==> src/rtl/assert_macros.svh <==
// assertion macros for the waveform generator
`ifndef ASSERT_MACROS_SVH
`define ASSERT_MACROS_SVH
`ifndef SYNTHESIS
`define PWL_ASSERT(lbl, clk, rst_n, prop) \
    lbl: assert property (@(posedge clk) disable iff (!rst_n) (prop)) \
        else $error("pwl assertion failed");
`define PWL_ASSERT_NEXT(lbl, clk, rst_n, pre, post) \
    lbl: assert property (@(posedge clk) disable iff (!rst_n) (pre) |=> (post)) \
        else $error("pwl assertion failed");
`else
`define PWL_ASSERT(lbl, clk, rst_n, prop)
`define PWL_ASSERT_NEXT(lbl, clk, rst_n, pre, post)
`endif
`endif

==> src/rtl/pwl_pkg.sv <==
// shared types, constants and datapath operation codes
`default_nettype none
package pwl_pkg;

    localparam int MAX_POINTS_DEF  = 16;
    localparam int VALUE_WIDTH_DEF = 32;
    localparam int TIME_WIDTH_DEF  = 32;

    localparam int CFG_IDX_W   = 4;
    localparam int CFG_DATA_W  = 32;
    localparam int COUNT_W     = 5;

    localparam logic [CFG_IDX_W-1:0] CFG_TIME_STEP   = 4'd0;
    localparam logic [CFG_IDX_W-1:0] CFG_POINT_COUNT = 4'd1;

    localparam logic FUNC_WRITE = 1'b0;
    localparam logic FUNC_TICK  = 1'b1;

    localparam int OP_W = 5;
    localparam logic [OP_W-1:0] OP_NONE      = 5'd0;
    localparam logic [OP_W-1:0] OP_WRITE     = 5'd1;
    localparam logic [OP_W-1:0] OP_LOAD      = 5'd2;
    localparam logic [OP_W-1:0] OP_SCAN_RD   = 5'd3;
    localparam logic [OP_W-1:0] OP_SCAN_CK   = 5'd4;
    localparam logic [OP_W-1:0] OP_PERIOD    = 5'd5;
    localparam logic [OP_W-1:0] OP_MOD_INIT  = 5'd6;
    localparam logic [OP_W-1:0] OP_MOD_STEP  = 5'd7;
    localparam logic [OP_W-1:0] OP_SRCH_INIT = 5'd8;
    localparam logic [OP_W-1:0] OP_SRCH_RD   = 5'd9;
    localparam logic [OP_W-1:0] OP_SRCH_CK   = 5'd10;
    localparam logic [OP_W-1:0] OP_SEG_RD0   = 5'd11;
    localparam logic [OP_W-1:0] OP_SEG_RD1   = 5'd12;
    localparam logic [OP_W-1:0] OP_SEG_CAP   = 5'd13;
    localparam logic [OP_W-1:0] OP_DIV_INIT  = 5'd14;
    localparam logic [OP_W-1:0] OP_DIV_STEP  = 5'd15;
    localparam logic [OP_W-1:0] OP_ADV_ADD   = 5'd16;
    localparam logic [OP_W-1:0] OP_ADV_SUB   = 5'd17;
    localparam logic [OP_W-1:0] OP_OUT       = 5'd18;

    typedef struct packed {
        logic               func;
        logic [3:0]         entry_index;
        logic [31:0]        entry_time;
        logic signed [31:0] entry_value;
        logic               enable;
    } in_item_t;

    typedef struct packed {
        logic signed [31:0] sample_value;
        logic               table_error;
    } out_item_t;

    typedef struct packed {
        logic scan_last;
        logic bad;
        logic mod_need;
        logic mod_done;
        logic srch_done;
        logic div_done;
        logic en;
    } dp_status_t;

endpackage
`default_nettype wire

==> src/rtl/pwl_dp.sv <==
// datapath: tables, phase, search registers and interpolation divider
`default_nettype none
`include "assert_macros.svh"
module pwl_dp #(
    parameter int MAX_POINTS  = 16,
    parameter int VALUE_WIDTH = 32,
    parameter int TIME_WIDTH  = 32
) (
    input  wire logic                            clk,
    input  wire logic                            rst_n,
    input  wire logic [pwl_pkg::OP_W-1:0]        op,
    input  wire pwl_pkg::in_item_t               in_data,
    input  wire logic                            cfg_we,
    input  wire logic [pwl_pkg::CFG_IDX_W-1:0]   cfg_index,
    input  wire logic [pwl_pkg::CFG_DATA_W-1:0]  cfg_data,
    output pwl_pkg::dp_status_t                  status,
    output pwl_pkg::out_item_t                   out_data
);
    import pwl_pkg::*;

    localparam int IW = (MAX_POINTS > 1) ? $clog2(MAX_POINTS) : 1;
    localparam int NW = IW + 1;
    localparam int TW = TIME_WIDTH;
    localparam int VW = VALUE_WIDTH;
    localparam int PW = TW + 1;
    localparam int MW = VW + 1;
    localparam int MCW = $clog2(PW);
    localparam int DCW = $clog2(MW);

    logic [TW-1:0] t_mem [MAX_POINTS];
    logic [VW-1:0] v_mem [MAX_POINTS];
    logic [TW-1:0] rd_t;
    logic [VW-1:0] rd_v;
    logic [IW-1:0] rd_addr;

    logic [TW-1:0]      step_reg;
    logic [COUNT_W-1:0] count_reg;
    logic [PW-1:0]      phase_reg;
    logic [PW-1:0]      period_reg;
    logic               en_reg;
    logic               bad_reg;
    logic [NW-1:0]      n_reg;
    logic [IW-1:0]      scan_k_reg;
    logic [TW-1:0]      prev_t_reg;
    logic [TW-1:0]      last_t_reg;
    logic [PW-1:0]      mod_r_reg;
    logic [PW-1:0]      mod_sh_reg;
    logic [MCW-1:0]     mod_cnt_reg;
    logic [NW-1:0]      lo_reg;
    logic [NW-1:0]      hi_reg;
    logic [IW-1:0]      mid_reg;
    logic [TW-1:0]      t1_reg;
    logic [TW-1:0]      t2_reg;
    logic [VW-1:0]      v1_reg;
    logic [VW-1:0]      v2_reg;
    logic [PW-1:0]      dt_reg;
    logic [PW-1:0]      den_reg;
    logic [MW-1:0]      mag_reg;
    logic [MW-1:0]      mag_sh_reg;
    logic               neg_reg;
    logic [MW-1:0]      q_reg;
    logic [PW-1:0]      r_reg;
    logic [DCW-1:0]     div_cnt_reg;
    logic [PW:0]        sum_reg;
    out_item_t          out_reg;

    logic [IW-1:0] n_m1;
    logic [IW-1:0] mid;
    logic [NW:0]   lo_hi;
    logic          wrap;
    logic          wr_en;
    logic [PW:0]   mod_t;
    logic [PW+1:0] r2;
    logic [PW+1:0] den2;
    logic [MW-1:0] dv;
    logic [VW-1:0] res;

    assign n_m1  = IW'(n_reg - NW'(1));
    assign lo_hi = (NW+1)'(lo_reg) + (NW+1)'(hi_reg);
    assign mid   = IW'(lo_hi >> 1);
    assign wrap  = (hi_reg == n_reg);
    assign wr_en = (op == OP_WRITE) && (32'(in_data.entry_index) < MAX_POINTS);
    assign mod_t = {mod_r_reg, mod_sh_reg[PW-1]};
    assign r2    = ((PW+2)'(r_reg) << 1) + (mag_sh_reg[MW-1] ? (PW+2)'(dt_reg) : '0);
    assign den2  = (PW+2)'(den_reg) << 1;
    assign dv    = {v2_reg[VW-1], v2_reg} - {v1_reg[VW-1], v1_reg};
    assign res   = neg_reg ? (v1_reg - VW'(q_reg)) : (v1_reg + VW'(q_reg));

    always_comb
    begin
        unique case (op)
            OP_SCAN_RD: rd_addr = scan_k_reg;
            OP_SRCH_RD: rd_addr = mid;
            OP_SEG_RD0: rd_addr = wrap ? n_m1 : IW'(hi_reg - NW'(1));
            OP_SEG_RD1: rd_addr = wrap ? '0 : IW'(hi_reg);
            default:    rd_addr = '0;
        endcase
    end

    always_ff @(posedge clk)
    begin
        if (wr_en)
        begin
            t_mem[IW'(in_data.entry_index)] <= TW'(in_data.entry_time);
            v_mem[IW'(in_data.entry_index)] <= VW'(unsigned'(in_data.entry_value));
        end
        rd_t <= t_mem[rd_addr];
        rd_v <= v_mem[rd_addr];
    end

    always_ff @(posedge clk or negedge rst_n)
    begin
        if (!rst_n)
        begin
            step_reg  <= TW'(1);
            count_reg <= COUNT_W'(2);
            phase_reg <= '0;
            lo_reg    <= '0;
            hi_reg    <= '0;
        end
        else
        begin
            if (cfg_we && cfg_index == CFG_TIME_STEP)
                step_reg <= TW'(cfg_data);
            if (cfg_we && cfg_index == CFG_POINT_COUNT)
                count_reg <= COUNT_W'(cfg_data);
            if (op == OP_MOD_STEP && mod_cnt_reg == '0)
                phase_reg <= (mod_t >= (PW+1)'(period_reg)) ? PW'(mod_t - (PW+1)'(period_reg))
                                                             : PW'(mod_t);
            if (op == OP_ADV_SUB)
                phase_reg <= (sum_reg >= (PW+1)'(period_reg)) ? PW'(sum_reg - (PW+1)'(period_reg))
                                                              : PW'(sum_reg);
            if (op == OP_SRCH_INIT)
            begin
                lo_reg <= '0;
                hi_reg <= n_reg;
            end
            if (op == OP_SRCH_CK)
            begin
                if (PW'(rd_t) <= phase_reg)
                    lo_reg <= NW'(mid_reg) + NW'(1);
                else
                    hi_reg <= NW'(mid_reg);
            end
        end
    end

    always_ff @(posedge clk)
    begin
        unique case (op)
            OP_LOAD:
            begin
                en_reg     <= in_data.enable;
                bad_reg    <= (count_reg < COUNT_W'(2)) || (32'(count_reg) > MAX_POINTS)
                              || (step_reg == '0);
                n_reg      <= NW'(count_reg);
                scan_k_reg <= '0;
            end
            OP_SCAN_CK:
            begin
                if (scan_k_reg == '0)
                begin
                    if (rd_t != '0)
                        bad_reg <= 1'b1;
                end
                else if (rd_t <= prev_t_reg)
                    bad_reg <= 1'b1;
                if (scan_k_reg == n_m1 && step_reg > rd_t)
                    bad_reg <= 1'b1;
                prev_t_reg <= rd_t;
                last_t_reg <= rd_t;
                scan_k_reg <= scan_k_reg + IW'(1);
            end
            OP_PERIOD:
                period_reg <= PW'(last_t_reg) + PW'(step_reg);
            OP_MOD_INIT:
            begin
                mod_r_reg   <= '0;
                mod_sh_reg  <= phase_reg;
                mod_cnt_reg <= MCW'(PW - 1);
            end
            OP_MOD_STEP:
            begin
                mod_r_reg   <= (mod_t >= (PW+1)'(period_reg)) ? PW'(mod_t - (PW+1)'(period_reg))
                                                              : PW'(mod_t);
                mod_sh_reg  <= mod_sh_reg << 1;
                mod_cnt_reg <= mod_cnt_reg - MCW'(1);
            end
            OP_SRCH_RD:
                mid_reg <= mid;
            OP_SEG_RD1:
            begin
                t1_reg <= rd_t;
                v1_reg <= rd_v;
            end
            OP_SEG_CAP:
            begin
                t2_reg <= rd_t;
                v2_reg <= rd_v;
            end
            OP_DIV_INIT:
            begin
                dt_reg      <= phase_reg - PW'(t1_reg);
                den_reg     <= wrap ? PW'(step_reg) : (PW'(t2_reg) - PW'(t1_reg));
                neg_reg     <= dv[MW-1];
                mag_reg     <= dv[MW-1] ? (MW'(0) - dv) : dv;
                mag_sh_reg  <= dv[MW-1] ? (MW'(0) - dv) : dv;
                q_reg       <= '0;
                r_reg       <= '0;
                div_cnt_reg <= DCW'(MW - 1);
            end
            OP_DIV_STEP:
            begin
                if (r2 >= den2)
                begin
                    r_reg <= PW'(r2 - den2);
                    q_reg <= (q_reg << 1) + MW'(2);
                end
                else if (r2 >= (PW+2)'(den_reg))
                begin
                    r_reg <= PW'(r2 - (PW+2)'(den_reg));
                    q_reg <= (q_reg << 1) + MW'(1);
                end
                else
                begin
                    r_reg <= PW'(r2);
                    q_reg <= q_reg << 1;
                end
                mag_sh_reg  <= mag_sh_reg << 1;
                div_cnt_reg <= div_cnt_reg - DCW'(1);
            end
            OP_ADV_ADD:
                sum_reg <= (PW+1)'(phase_reg) + (PW+1)'(step_reg);
            OP_OUT:
            begin
                out_reg.sample_value <= (bad_reg || !en_reg) ? '0 : 32'(res);
                out_reg.table_error  <= bad_reg;
            end
            default:
            begin
            end
        endcase
    end

    assign status.scan_last = (scan_k_reg == n_m1);
    assign status.bad       = bad_reg;
    assign status.mod_need  = (phase_reg >= period_reg);
    assign status.mod_done  = (mod_cnt_reg == '0);
    assign status.srch_done = (lo_reg == hi_reg);
    assign status.div_done  = (div_cnt_reg == '0);
    assign status.en        = en_reg;
    assign out_data         = out_reg;

    `PWL_ASSERT_NEXT(a_phase_in_period, clk, rst_n, op == OP_ADV_SUB, phase_reg < period_reg)
    `PWL_ASSERT(a_search_order, clk, rst_n, lo_reg <= hi_reg)
    `PWL_ASSERT(a_quot_bound, clk, rst_n, (op == OP_OUT && !bad_reg && en_reg) |-> (q_reg <= mag_reg))

endmodule
`default_nettype wire

==> src/rtl/pwl_ctrl.sv <==
// controller state machine sequencing one transaction at a time
`default_nettype none
module pwl_ctrl (
    input  wire logic                     clk,
    input  wire logic                     rst_n,
    input  wire logic                     in_valid,
    input  wire logic                     in_func,
    input  wire logic                     out_stall,
    input  wire pwl_pkg::dp_status_t      status,
    output logic [pwl_pkg::OP_W-1:0]      op,
    output logic                          in_stall,
    output logic                          out_valid
);
    import pwl_pkg::*;

    localparam logic [3:0] S_IDLE    = 4'd0;
    localparam logic [3:0] S_SCAN_RD = 4'd1;
    localparam logic [3:0] S_SCAN_CK = 4'd2;
    localparam logic [3:0] S_CHECK   = 4'd3;
    localparam logic [3:0] S_BRANCH  = 4'd4;
    localparam logic [3:0] S_MOD     = 4'd5;
    localparam logic [3:0] S_SRCH    = 4'd6;
    localparam logic [3:0] S_SRCH_CK = 4'd7;
    localparam logic [3:0] S_SEG1    = 4'd8;
    localparam logic [3:0] S_SEG2    = 4'd9;
    localparam logic [3:0] S_DINIT   = 4'd10;
    localparam logic [3:0] S_DIV     = 4'd11;
    localparam logic [3:0] S_ADV0    = 4'd12;
    localparam logic [3:0] S_ADV1    = 4'd13;
    localparam logic [3:0] S_FIN     = 4'd14;

    logic [3:0] state_reg;
    logic [3:0] state_next;
    logic       out_valid_reg;
    logic       out_valid_next;
    logic       accept;
    logic       out_free;

    assign in_stall  = (state_reg != S_IDLE);
    assign accept    = in_valid && !in_stall;
    assign out_free  = !out_valid_reg || !out_stall;
    assign out_valid = out_valid_reg;

    always_comb
    begin
        state_next     = state_reg;
        op             = OP_NONE;
        out_valid_next = out_valid_reg && out_stall;
        unique case (state_reg)
            S_IDLE:
            begin
                if (accept && in_func == FUNC_WRITE)
                    op = OP_WRITE;
                else if (accept)
                begin
                    op         = OP_LOAD;
                    state_next = S_SCAN_RD;
                end
            end
            S_SCAN_RD:
            begin
                op         = OP_SCAN_RD;
                state_next = S_SCAN_CK;
            end
            S_SCAN_CK:
            begin
                op         = OP_SCAN_CK;
                state_next = status.scan_last ? S_CHECK : S_SCAN_RD;
            end
            S_CHECK:
            begin
                if (status.bad)
                    state_next = S_FIN;
                else
                begin
                    op         = OP_PERIOD;
                    state_next = S_BRANCH;
                end
            end
            S_BRANCH:
            begin
                priority if (status.mod_need)
                begin
                    op         = OP_MOD_INIT;
                    state_next = S_MOD;
                end
                else if (status.en)
                begin
                    op         = OP_SRCH_INIT;
                    state_next = S_SRCH;
                end
                else
                    state_next = S_ADV0;
            end
            S_MOD:
            begin
                op = OP_MOD_STEP;
                if (status.mod_done)
                    state_next = S_BRANCH;
            end
            S_SRCH:
            begin
                if (status.srch_done)
                begin
                    op         = OP_SEG_RD0;
                    state_next = S_SEG1;
                end
                else
                begin
                    op         = OP_SRCH_RD;
                    state_next = S_SRCH_CK;
                end
            end
            S_SRCH_CK:
            begin
                op         = OP_SRCH_CK;
                state_next = S_SRCH;
            end
            S_SEG1:
            begin
                op         = OP_SEG_RD1;
                state_next = S_SEG2;
            end
            S_SEG2:
            begin
                op         = OP_SEG_CAP;
                state_next = S_DINIT;
            end
            S_DINIT:
            begin
                op         = OP_DIV_INIT;
                state_next = S_DIV;
            end
            S_DIV:
            begin
                op = OP_DIV_STEP;
                if (status.div_done)
                    state_next = S_ADV0;
            end
            S_ADV0:
            begin
                op         = OP_ADV_ADD;
                state_next = S_ADV1;
            end
            S_ADV1:
            begin
                op         = OP_ADV_SUB;
                state_next = S_FIN;
            end
            S_FIN:
            begin
                if (out_free)
                begin
                    op             = OP_OUT;
                    out_valid_next = 1'b1;
                    state_next     = S_IDLE;
                end
            end
            default:
                state_next = S_IDLE;
        endcase
    end

    always_ff @(posedge clk or negedge rst_n)
    begin
        if (!rst_n)
        begin
            state_reg     <= S_IDLE;
            out_valid_reg <= 1'b0;
        end
        else
        begin
            state_reg     <= state_next;
            out_valid_reg <= out_valid_next;
        end
    end

endmodule
`default_nettype wire

==> src/rtl/periodic_pwl_waveform_generator.sv <==
// top level of the periodic piecewise-linear waveform generator
//
//  channel | direction | handshake          | payload
//  in      | input     | in_valid/in_stall  | in_data (func, entry, enable)
//  out     | output    | out_valid/out_stall| out_data (sample, error flag)
//  cfg     | input     | cfg_valid/cfg_ready| cfg_index, cfg_data
//
// a table write leaves the controller idle; a tick scans the whole table, reduces the phase
// when it is not below the period, runs the binary search of at most floor(log2(point_count)) + 1
// steps and interpolates with the one-bit-per-cycle divider; a disabled tick skips the search
// and the divider, and an invalid table ends the tick after the scan, leaving the phase unchanged
// reset clears the phase, sets time_step to 1 and point_count to 2; tables are not cleared
// a stalled result holds in the output register while the next transaction is taken
`default_nettype none
module periodic_pwl_waveform_generator #(
    parameter int MAX_POINTS  = pwl_pkg::MAX_POINTS_DEF,
    parameter int VALUE_WIDTH = pwl_pkg::VALUE_WIDTH_DEF,
    parameter int TIME_WIDTH  = pwl_pkg::TIME_WIDTH_DEF
) (
    input  wire logic                            clk,
    input  wire logic                            rst_n,
    input  wire logic                            in_valid,
    output logic                                 in_stall,
    input  wire pwl_pkg::in_item_t               in_data,
    output logic                                 out_valid,
    input  wire logic                            out_stall,
    output pwl_pkg::out_item_t                   out_data,
    input  wire logic                            cfg_valid,
    output logic                                 cfg_ready,
    input  wire logic [pwl_pkg::CFG_IDX_W-1:0]   cfg_index,
    input  wire logic [pwl_pkg::CFG_DATA_W-1:0]  cfg_data
);
    import pwl_pkg::*;

    logic [OP_W-1:0] op;
    dp_status_t      status;

    assign cfg_ready = 1'b1;

    pwl_ctrl u_ctrl (
        .clk       (clk),
        .rst_n     (rst_n),
        .in_valid  (in_valid),
        .in_func   (in_data.func),
        .out_stall (out_stall),
        .status    (status),
        .op        (op),
        .in_stall  (in_stall),
        .out_valid (out_valid)
    );

    pwl_dp #(
        .MAX_POINTS  (MAX_POINTS),
        .VALUE_WIDTH (VALUE_WIDTH),
        .TIME_WIDTH  (TIME_WIDTH)
    ) u_dp (
        .clk       (clk),
        .rst_n     (rst_n),
        .op        (op),
        .in_data   (in_data),
        .cfg_we    (cfg_valid && cfg_ready),
        .cfg_index (cfg_index),
        .cfg_data  (cfg_data),
        .status    (status),
        .out_data  (out_data)
    );

endmodule
`default_nettype wire

==> config.mk <==
export PLATFORM = sky130hd
export DESIGN_NAME = periodic_pwl_waveform_generator
export DESIGN_NICKNAME = d
export VERILOG_FILES = /design/src/rtl/pwl_pkg.sv /design/src/rtl/pwl_dp.sv /design/src/rtl/pwl_ctrl.sv /design/src/rtl/periodic_pwl_waveform_generator.sv
export VERILOG_INCLUDE_DIRS = /design/src /design/src/rtl
export SDC_FILE = /design/constraint.sdc
export NUM_CORES = 2
export LEC_CHECK = 0
export BUFFER_PORTS_ARGS = -buffer_cell sky130_fd_sc_hd__buf_2
export CORE_UTILIZATION = 30
export DETAILED_ROUTE_END_ITERATION = 7
export PLACE_DENSITY = 0.46
export SLEW_MARGIN = 20
export SYNTH_ARGS = -nofsm -noshare
export SYNTH_HDL_FRONTEND = slang
export SYNTH_SLANG_ARGS = --single-unit
export TNS_END_PERCENT = 50
==> constraint.sdc <==
create_clock -name clk -period 8.65 [get_ports clk]
set_clock_uncertainty 0.1 [all_clocks]
set_input_delay 0.4325 -clock clk [delete_from_list [all_inputs] [get_ports clk]]
set_output_delay 0.4325 -clock clk [all_outputs]
set_load 0.02 [all_outputs]
Word level (Yosys, flattened, before mapping)
Memory sizes are Yosys's and may differ from the RTL's. A register that Yosys moved wholly into a read port is not among the register bits.
Index checks and enable logic that the tools add are counted.
- register bits after elaboration: 603
- latch bits: 0
- memory bits (writable): 1024
- memory bits (read-only): 0
- input bits: 111
- memories kept: 2
- add/sub/neg operators: 22
- multiply operators: 0
- div/mod/pow operators: 0
- $lt $le $gt $ge: 10
- equal/unequal tests: 43
- shifts and indexed selects: 0
- multiplexer cells: 57
- bitwise gates (word level): 1
- reductions and logical operators: 29
- memories (name ; depth ; bits a word ; rd ports ; clocked after Yosys merged registers in ; write ports ; RTL line ; RTL):
    u_dp.t_mem ; 16 ; 32 ; 1 ; 1 ; 1 ; pwl_dp.sv:30 ; logic [TW-1:0] t_mem [MAX_POINTS];
    u_dp.v_mem ; 16 ; 32 ; 1 ; 1 ; 1 ; pwl_dp.sv:31 ; logic [VW-1:0] v_mem [MAX_POINTS];
- operators by type and width (kind ; number):
    2-to-1 mux 33 bit ; 8
    one-hot mux 33 bit (2 select lines) ; 4
    subtractor 33 bit ; 4
    2-to-1 mux 32 bit ; 4
    one-hot mux 5 bit (15 select lines) ; 1
    greater-or-equal comparator 34 x 33 -> 1 bit ; 2
    subtractor 32 x 32 -> 33 bit ; 2
    one-hot mux 32 bit (2 select lines) ; 1
    one-hot mux 4 bit (15 select lines) ; 1
    2-to-1 mux 4 bit ; 12
    2-to-1 mux 5 bit ; 9
    equality test 5 x 4 -> 1 bit, second input constant ; 8
    adder 34 x 33 -> 35 bit ; 1
    greater-or-equal comparator 35 x 33 -> 1 bit ; 1
    greater-or-equal comparator 35 x 34 -> 1 bit ; 1
    adder 33 x 32 -> 34 bit ; 1
    adder 32 x 32 -> 33 bit ; 1
    greater-or-equal comparator 33 bit ; 1
    <= comparator 32 x 33 -> 1 bit ; 1
    subtractor 1 x 33 -> 33 bit, first input constant ; 1
    subtractor 33 x 32 -> 33 bit ; 1
    adder 32 x 1 -> 32 bit, second input constant ; 1
    adder 32 x 2 -> 32 bit, second input constant ; 1
    adder 32 bit ; 1
    other kinds (43) ; 94

Logic depth before layout (Yosys ltp)
- depth after elaboration: 10
- depth in mapped cells: 26

Modules after synthesis
Synthesis repeated with hierarchy kept, for this count alone.
- cell total of the unflattened synthesis: 7707
- area, all modules: 88172.1 um^2
- by module, submodules not included (module ; times used ; cells an instance ; area each (um^2) ; seq. area each (um^2)):
    pwl_dp ; 1 ; 7634 ; 87614.0 ; 49590.1
    pwl_ctrl ; 1 ; 71 ; 546.8 ; 125.1
    periodic_pwl_waveform_generator ; 1 ; 2 ; 11.3 ; 0.0

Least setup slack after synthesis
OpenSTA, ideal clock, no wires.
- path type: register -> register
- start point: register u_dp.hi_reg[2]
- end point: register u_dp.rd_t[10] (read register of u_dp.t_mem)
- setup time: 0.074 ns
- arrival time: 7.757 ns
- slack: 0.719 ns
- cell stages (with the launch flop): 15
- path buffers: 2
- period minus slack after synthesis: 7.931 ns
- cell sequence: dfrtp_1 -> ha_1 -> nor4_1 -> nand3_1 -> nand3_1 -> nor3_1 -> o211ai_1 -> o211ai_1 -> buf_2 -> clkbuf_1 -> nand2_1 -> and3_1 -> a311oi_1 -> a311oi_1 -> a31oi_1
- longest elaborated chain between the ends: 5
- elaborated cells between the ends (all ways): 13
- classes of those cells: 2 x add/sub; 6 x eq/ne; 5 x mux
- RTL lines (element ; RTL line ; RTL):
    start, declared ; pwl_dp.sv:50 ; logic [NW-1:0] hi_reg;
    start signal, assigned ; pwl_dp.sv:136 ; hi_reg <= n_reg;
    start signal, assigned ; pwl_dp.sv:143 ; hi_reg <= NW'(mid_reg);
    equality test 5 bit ; pwl_dp.sv:249 ; assign status.srch_done = (lo_reg == hi_reg);
    2-to-1 mux 2 bit ; pwl_ctrl.sv:103 ; if (status.srch_done)
    one-hot mux 5 bit (15 select lines) ; pwl_ctrl.sv:49 ; unique case (state_reg)
    equality test 5 x 4 -> 1 bit or equality test 5 x 2 -> 1 bit (tied branches) ; pwl_dp.sv:91 ; unique case (op)
    one-hot mux 4 bit (4 select lines) (*) ; pwl_dp.sv:91 ;
    end, declared ; pwl_dp.sv:32 ; logic [TW-1:0] rd_t;
Mark *: on every way between the ends. The rest lies on a longest branch, timed or not.
A chain may end at the register's enable or synchronous reset.

Final worst setup path
- start point: register u_dp.mag_sh_reg[32]
- end point: register u_dp.q_reg[13] (data pin)
- longest elaborated chain between the ends: 6
- elaborated cells between the ends (all ways): 7
- classes of those cells: 1 x add/sub; 2 x order compare; 4 x mux
- RTL lines (element ; RTL line ; RTL):
    start, declared ; pwl_dp.sv:59 ; logic [MW-1:0] mag_sh_reg;
    start signal, assigned ; pwl_dp.sv:207 ; mag_sh_reg <= dv[MW-1] ? (MW'(0) - dv) : dv;
    start signal, assigned ; pwl_dp.sv:229 ; mag_sh_reg <= mag_sh_reg << 1;
    2-to-1 mux 33 bit (*) ; pwl_dp.sv:84 ; assign r2 = ((PW+2)'(r_reg) << 1) + (mag_sh_reg[MW-1] ? (PW+2)'(dt_reg) : '0);
    adder 34 x 33 -> 35 bit (*) ; pwl_dp.sv:84 ;
    greater-or-equal comparator 35 x 33 -> 1 bit ; pwl_dp.sv:219 ; else if (r2 >= (PW+2)'(den_reg))
    2-to-1 mux 32 bit ; pwl_dp.sv:219 ;
    2-to-1 mux 32 bit (*) ; pwl_dp.sv:214 ; if (r2 >= den2)
    one-hot mux 32 bit (2 select lines) (*) ; pwl_dp.sv:150 ; unique case (op)
    end signal, assigned ; pwl_dp.sv:217 ; q_reg <= (q_reg << 1) + MW'(2);
    end signal, assigned ; pwl_dp.sv:222 ; q_reg <= (q_reg << 1) + MW'(1);
    end signal, assigned ; pwl_dp.sv:227 ; q_reg <= q_reg << 1;
    end, declared ; pwl_dp.sv:61 ; logic [MW-1:0] q_reg;
Marked as above.

==> flow_metrics.py <==
metrics = {
    "setup_path": {
        "crit_fanout": 33,
        "required_ns": 9.07,
        "crit_path_end_kind": "register",
        "crit_type": "register to register",
        "startpoint_type": "register",
        "arrival_ns": 7.56,
    },
    "pwr": {
        "power_per_cell_area_mw_per_mm2": 311,
        "p_sw_share_pct": 38.7,
        "power.share.sequential_pct": 35.6,
        "clkPwrFrac_pct": 26.9,
        "leakage_nw": 37.7,
        "p_int_w": 0.0191,
        "pwr-share-comb_pct": 37.4,
        "ir_worst_vdd_v": 0.000237,
        "p_sw_w": 0.0120,
        "total_power_w": 0.0311,
    },
    "cells_and_area": {
        "finalNonFillerCells": 12200,
        "syn_to_final_growth_pct": 14.7,
        "mostFrequentLayoutCells": "edfxtp_1 (1542), nand2_1 (1331), nand3_1 (602)",
        "nFillCells": 29000,
        "final_common_cell": "edfxtp_1",
        "drive_gt1_share_pct": 7.88,
        "design_area_mm2": 0.100,
        "nets": 8778,
        "multiInputGateArea_mm2": 0.0351,
        "area.sequential_mm2": 0.0497,
    },
    "global_route": {
        "grt_pass1_vias": 60800,
        "grt_max_degree": 123,
        "grt_pass1_wl_mm": 400,
        "grt_use_total_pct": 18.0,
        "overflow": 0,
        "grt_antenna_before_repair": 48,
    },
    "route": {
        "dr.pass1.iters": 6,
        "wl_per_cell_um": 22.0,
        "drc": 0,
        "wl_mm": 269,
        "drt_iter0_markers": 4937,
        "viasPerCell": 5.11,
        "num_vias": 62400,
        "detail-route-antenna-nets": 0,
    },
    "clock_network": {
        "clk-insertion-delay-late_ns": 0.88,
        "cts.sinks": 1691,
        "cts_tree": "yes",
        "cts.repair.resized": 0,
        "cts_buffer_depth": 4,
        "postCtsSetupBuffers": 0,
        "cts_root_buf": "clkbuf_16",
        "clk_pin_slew_ns": 0.06,
        "h-tree-depth": 4,
        "cts-buffers-inserted": 199,
    },
    "yosys": {
        "synth_ff_type": "edfxtp_1",
        "synth-simple-area-share_pct": 15.8,
        "synth_async_sr_flop_share_pct": 5.03,
        "yosysSeqAreaShare_pct": 56.9,
        "synth.distinct_cells": 93,
        "synth_top_area_share_pct": 53.0,
        "ys_warn_count": 0,
        "synthTopCellsByArea": "edfxtp_1 (53%), ha_1 (7.2%), nand2_1 (5.7%), nand3_1 (3.5%), xnor2_1 (2.6%)",
        "synth_nets": 8568,
        "syn_avg_cell_area_um2": 11.0,
        "synth_seq_cells": 1691,
        "yosys.area_share.adder_pct": 7.44,
        "synth_top_area_cell": "edfxtp_1",
        "syn_area_mm2": 0.0873,
        "synth_cells": 7945,
        "synth-xor-area-share_pct": 3.94,
        "synth_top_family_by_area": "simple AND/OR/NAND/NOR gates",
        "synth_compound_area_share_pct": 11.4,
        "muxShareOfSynthArea_pct": 1.26,
        "synth_edf_count": 1542,
    },
    "floorplan": {
        "die_w_um": 542,
        "start_util_pct": 30.2,
        "core-area_mm2": 0.289,
        "die_area_mm2": 0.293,
        "ios": 147,
        "rows": 197,
        "die_h_um": 542,
    },
    "sta": {
        "rsz0062_at_grt": "no",
        "worst_pin_slew_ns": 1.11,
        "timing.final.crit_period_ns": 7.15,
        "setup_viol": 0,
        "fin_tns_setup_ns": 0,
        "hold_viol_final": 0,
        "slew_headroom_pct": 25.7,
        "post-route-period-util_pct": 82.6,
        "fmax_mhz": 140,
        "drv_slew": 0,
    },
    "placement": {
        "port_buffers": 145,
        "placed_cells": 11700,
        "placed_cell_area_mm2": 0.0927,
        "gp_congestion": 0.881,
        "dp_hpwl_mm": 177,
    },
    "outcome": {
        "status": "completed",
    },
    "hold_path": {
        "min_path_type": "primary input to register",
    },
    "job": {
        "drv_cap": 0,
    },
}
-- synth_stat cells (all sizes together), types with 94 or more instances --
| master | number |
|---|---|
| edfxtp | 1542 |
| nand2 | 1331 |
| nand3 | 604 |
| ha | 500 |
| nor2 | 437 |
| a21oi | 369 |
| inv | 367 |
| o21ai | 290 |
| xnor2 | 264 |
| clkbuf | 244 |
| a21o | 171 |
| a311oi | 136 |
| xor2 | 129 |
| a31oi | 118 |
| and3 | 117 |
| buf | 101 |
| nor3 | 94 |
-- what timing repair did --
item,4_1_cts,5_1_grt
endpoints found under the setup margin,0,0
endpoints found under the hold margin,1118,0
hold buffers,101,0
-- cells by family (layout without fill, tap and decap cells) --
kind of cell,count (synthesis),count (layout)
compound gates,1505,1505
buf+inv,712,1089
xor+xnor,393,393
other cells,1,11
flops,1691,1691
mux,104,104
simple gates,3027,3027
fa+ha+maj,512,512
-- final cells by class --
| class | count | share of cell area, % |
|---|---|---|
| Antenna cell | 10 | 0.0250 |
| Clock buffer | 279 | 5.51 |
| Clock inverter | 89 | 0.873 |
| Inverter | 367 | 1.37 |
| Multi-Input combinational cell | 5542 | 35.0 |
| Sequential cell | 1691 | 49.6 |
| Tap cell | 3880 | 4.85 |
| Timing Repair Buffer | 354 | 2.73 |
-- power by group through the flow --
stage	logic [W]	registers [W]	clock network [W]
after floorplan	0.00808	0.0107	0
after global placement	0.0115	0.0113	0
after detailed placement	0.0116	0.0113	0
after CTS	0.0117	0.0111	0.00862
after global routing	0.0129	0.0111	0.00889
final	0.0116	0.0111	0.00838
-- worst max-delay path, cell delays in order (launching register included) --
cell and delay (ns):
edfxtp_1 0.35, buf_4 0.22, and2_1 0.20, ha_1 0.28, a21o_1 0.18, a41oi_1 0.26, nand3_1 0.19, a2111oi_2 0.52
o22ai_1 0.39, nor2_1 0.26, o21ai_0 0.20, o311ai_0 0.86, ha_1 0.42, o21ai_0 0.10, nand2b_1 0.12, nand4_1 0.13
nand4_1 0.10, a41o_1 0.26, a31oi_1 0.26, a21oi_1 0.13, or3_1 0.51, buf_4 0.34, nand4_1 0.19, xor2_1 0.17
nor2_1 0.06
-- stage by stage --
step	utilization [%]	hold WS, ns	setup slack [ns]
after detailed placement	32.1	0.313	1.46
final	34.7	0.0648	1.50
after CTS	34.7	0.00895	1.44
after floorplan	-	0.0369	0.719
after global routing	34.7	0.0621	0.897
after global placement	32.1	0.310	1.49
-- final timing paths --
kind	from	end	slack, ns	cells after the start
hold reg to reg	u_dp.rd_v[22]	u_dp.v1_reg[22]	0.33	0
max in group asynchronous	rst_n	u_dp.count_reg[1]	7.17	3
min in group asynchronous	rst_n	u_dp.step_reg[16]	0.14	2
hold / removal	cfg_index[0]	u_dp.count_reg[3]	0.06	3
setup reg to reg	u_dp.mag_sh_reg[32]	u_dp.q_reg[13]	1.50	24
setup / recovery	u_dp.mag_sh_reg[32]	u_dp.q_reg[13]	1.50	24
-- per-layer routing --
layer	track usage, %	part of all wire [%]	vias up
li1	-	-	29700
met1	24.9	46	30800
met2	29.4	47	1531
met3	2.67	5.3	362
met4	4.10	2.1	38
met5	0	0.089	-
Power figures use the tool's default switching activity.
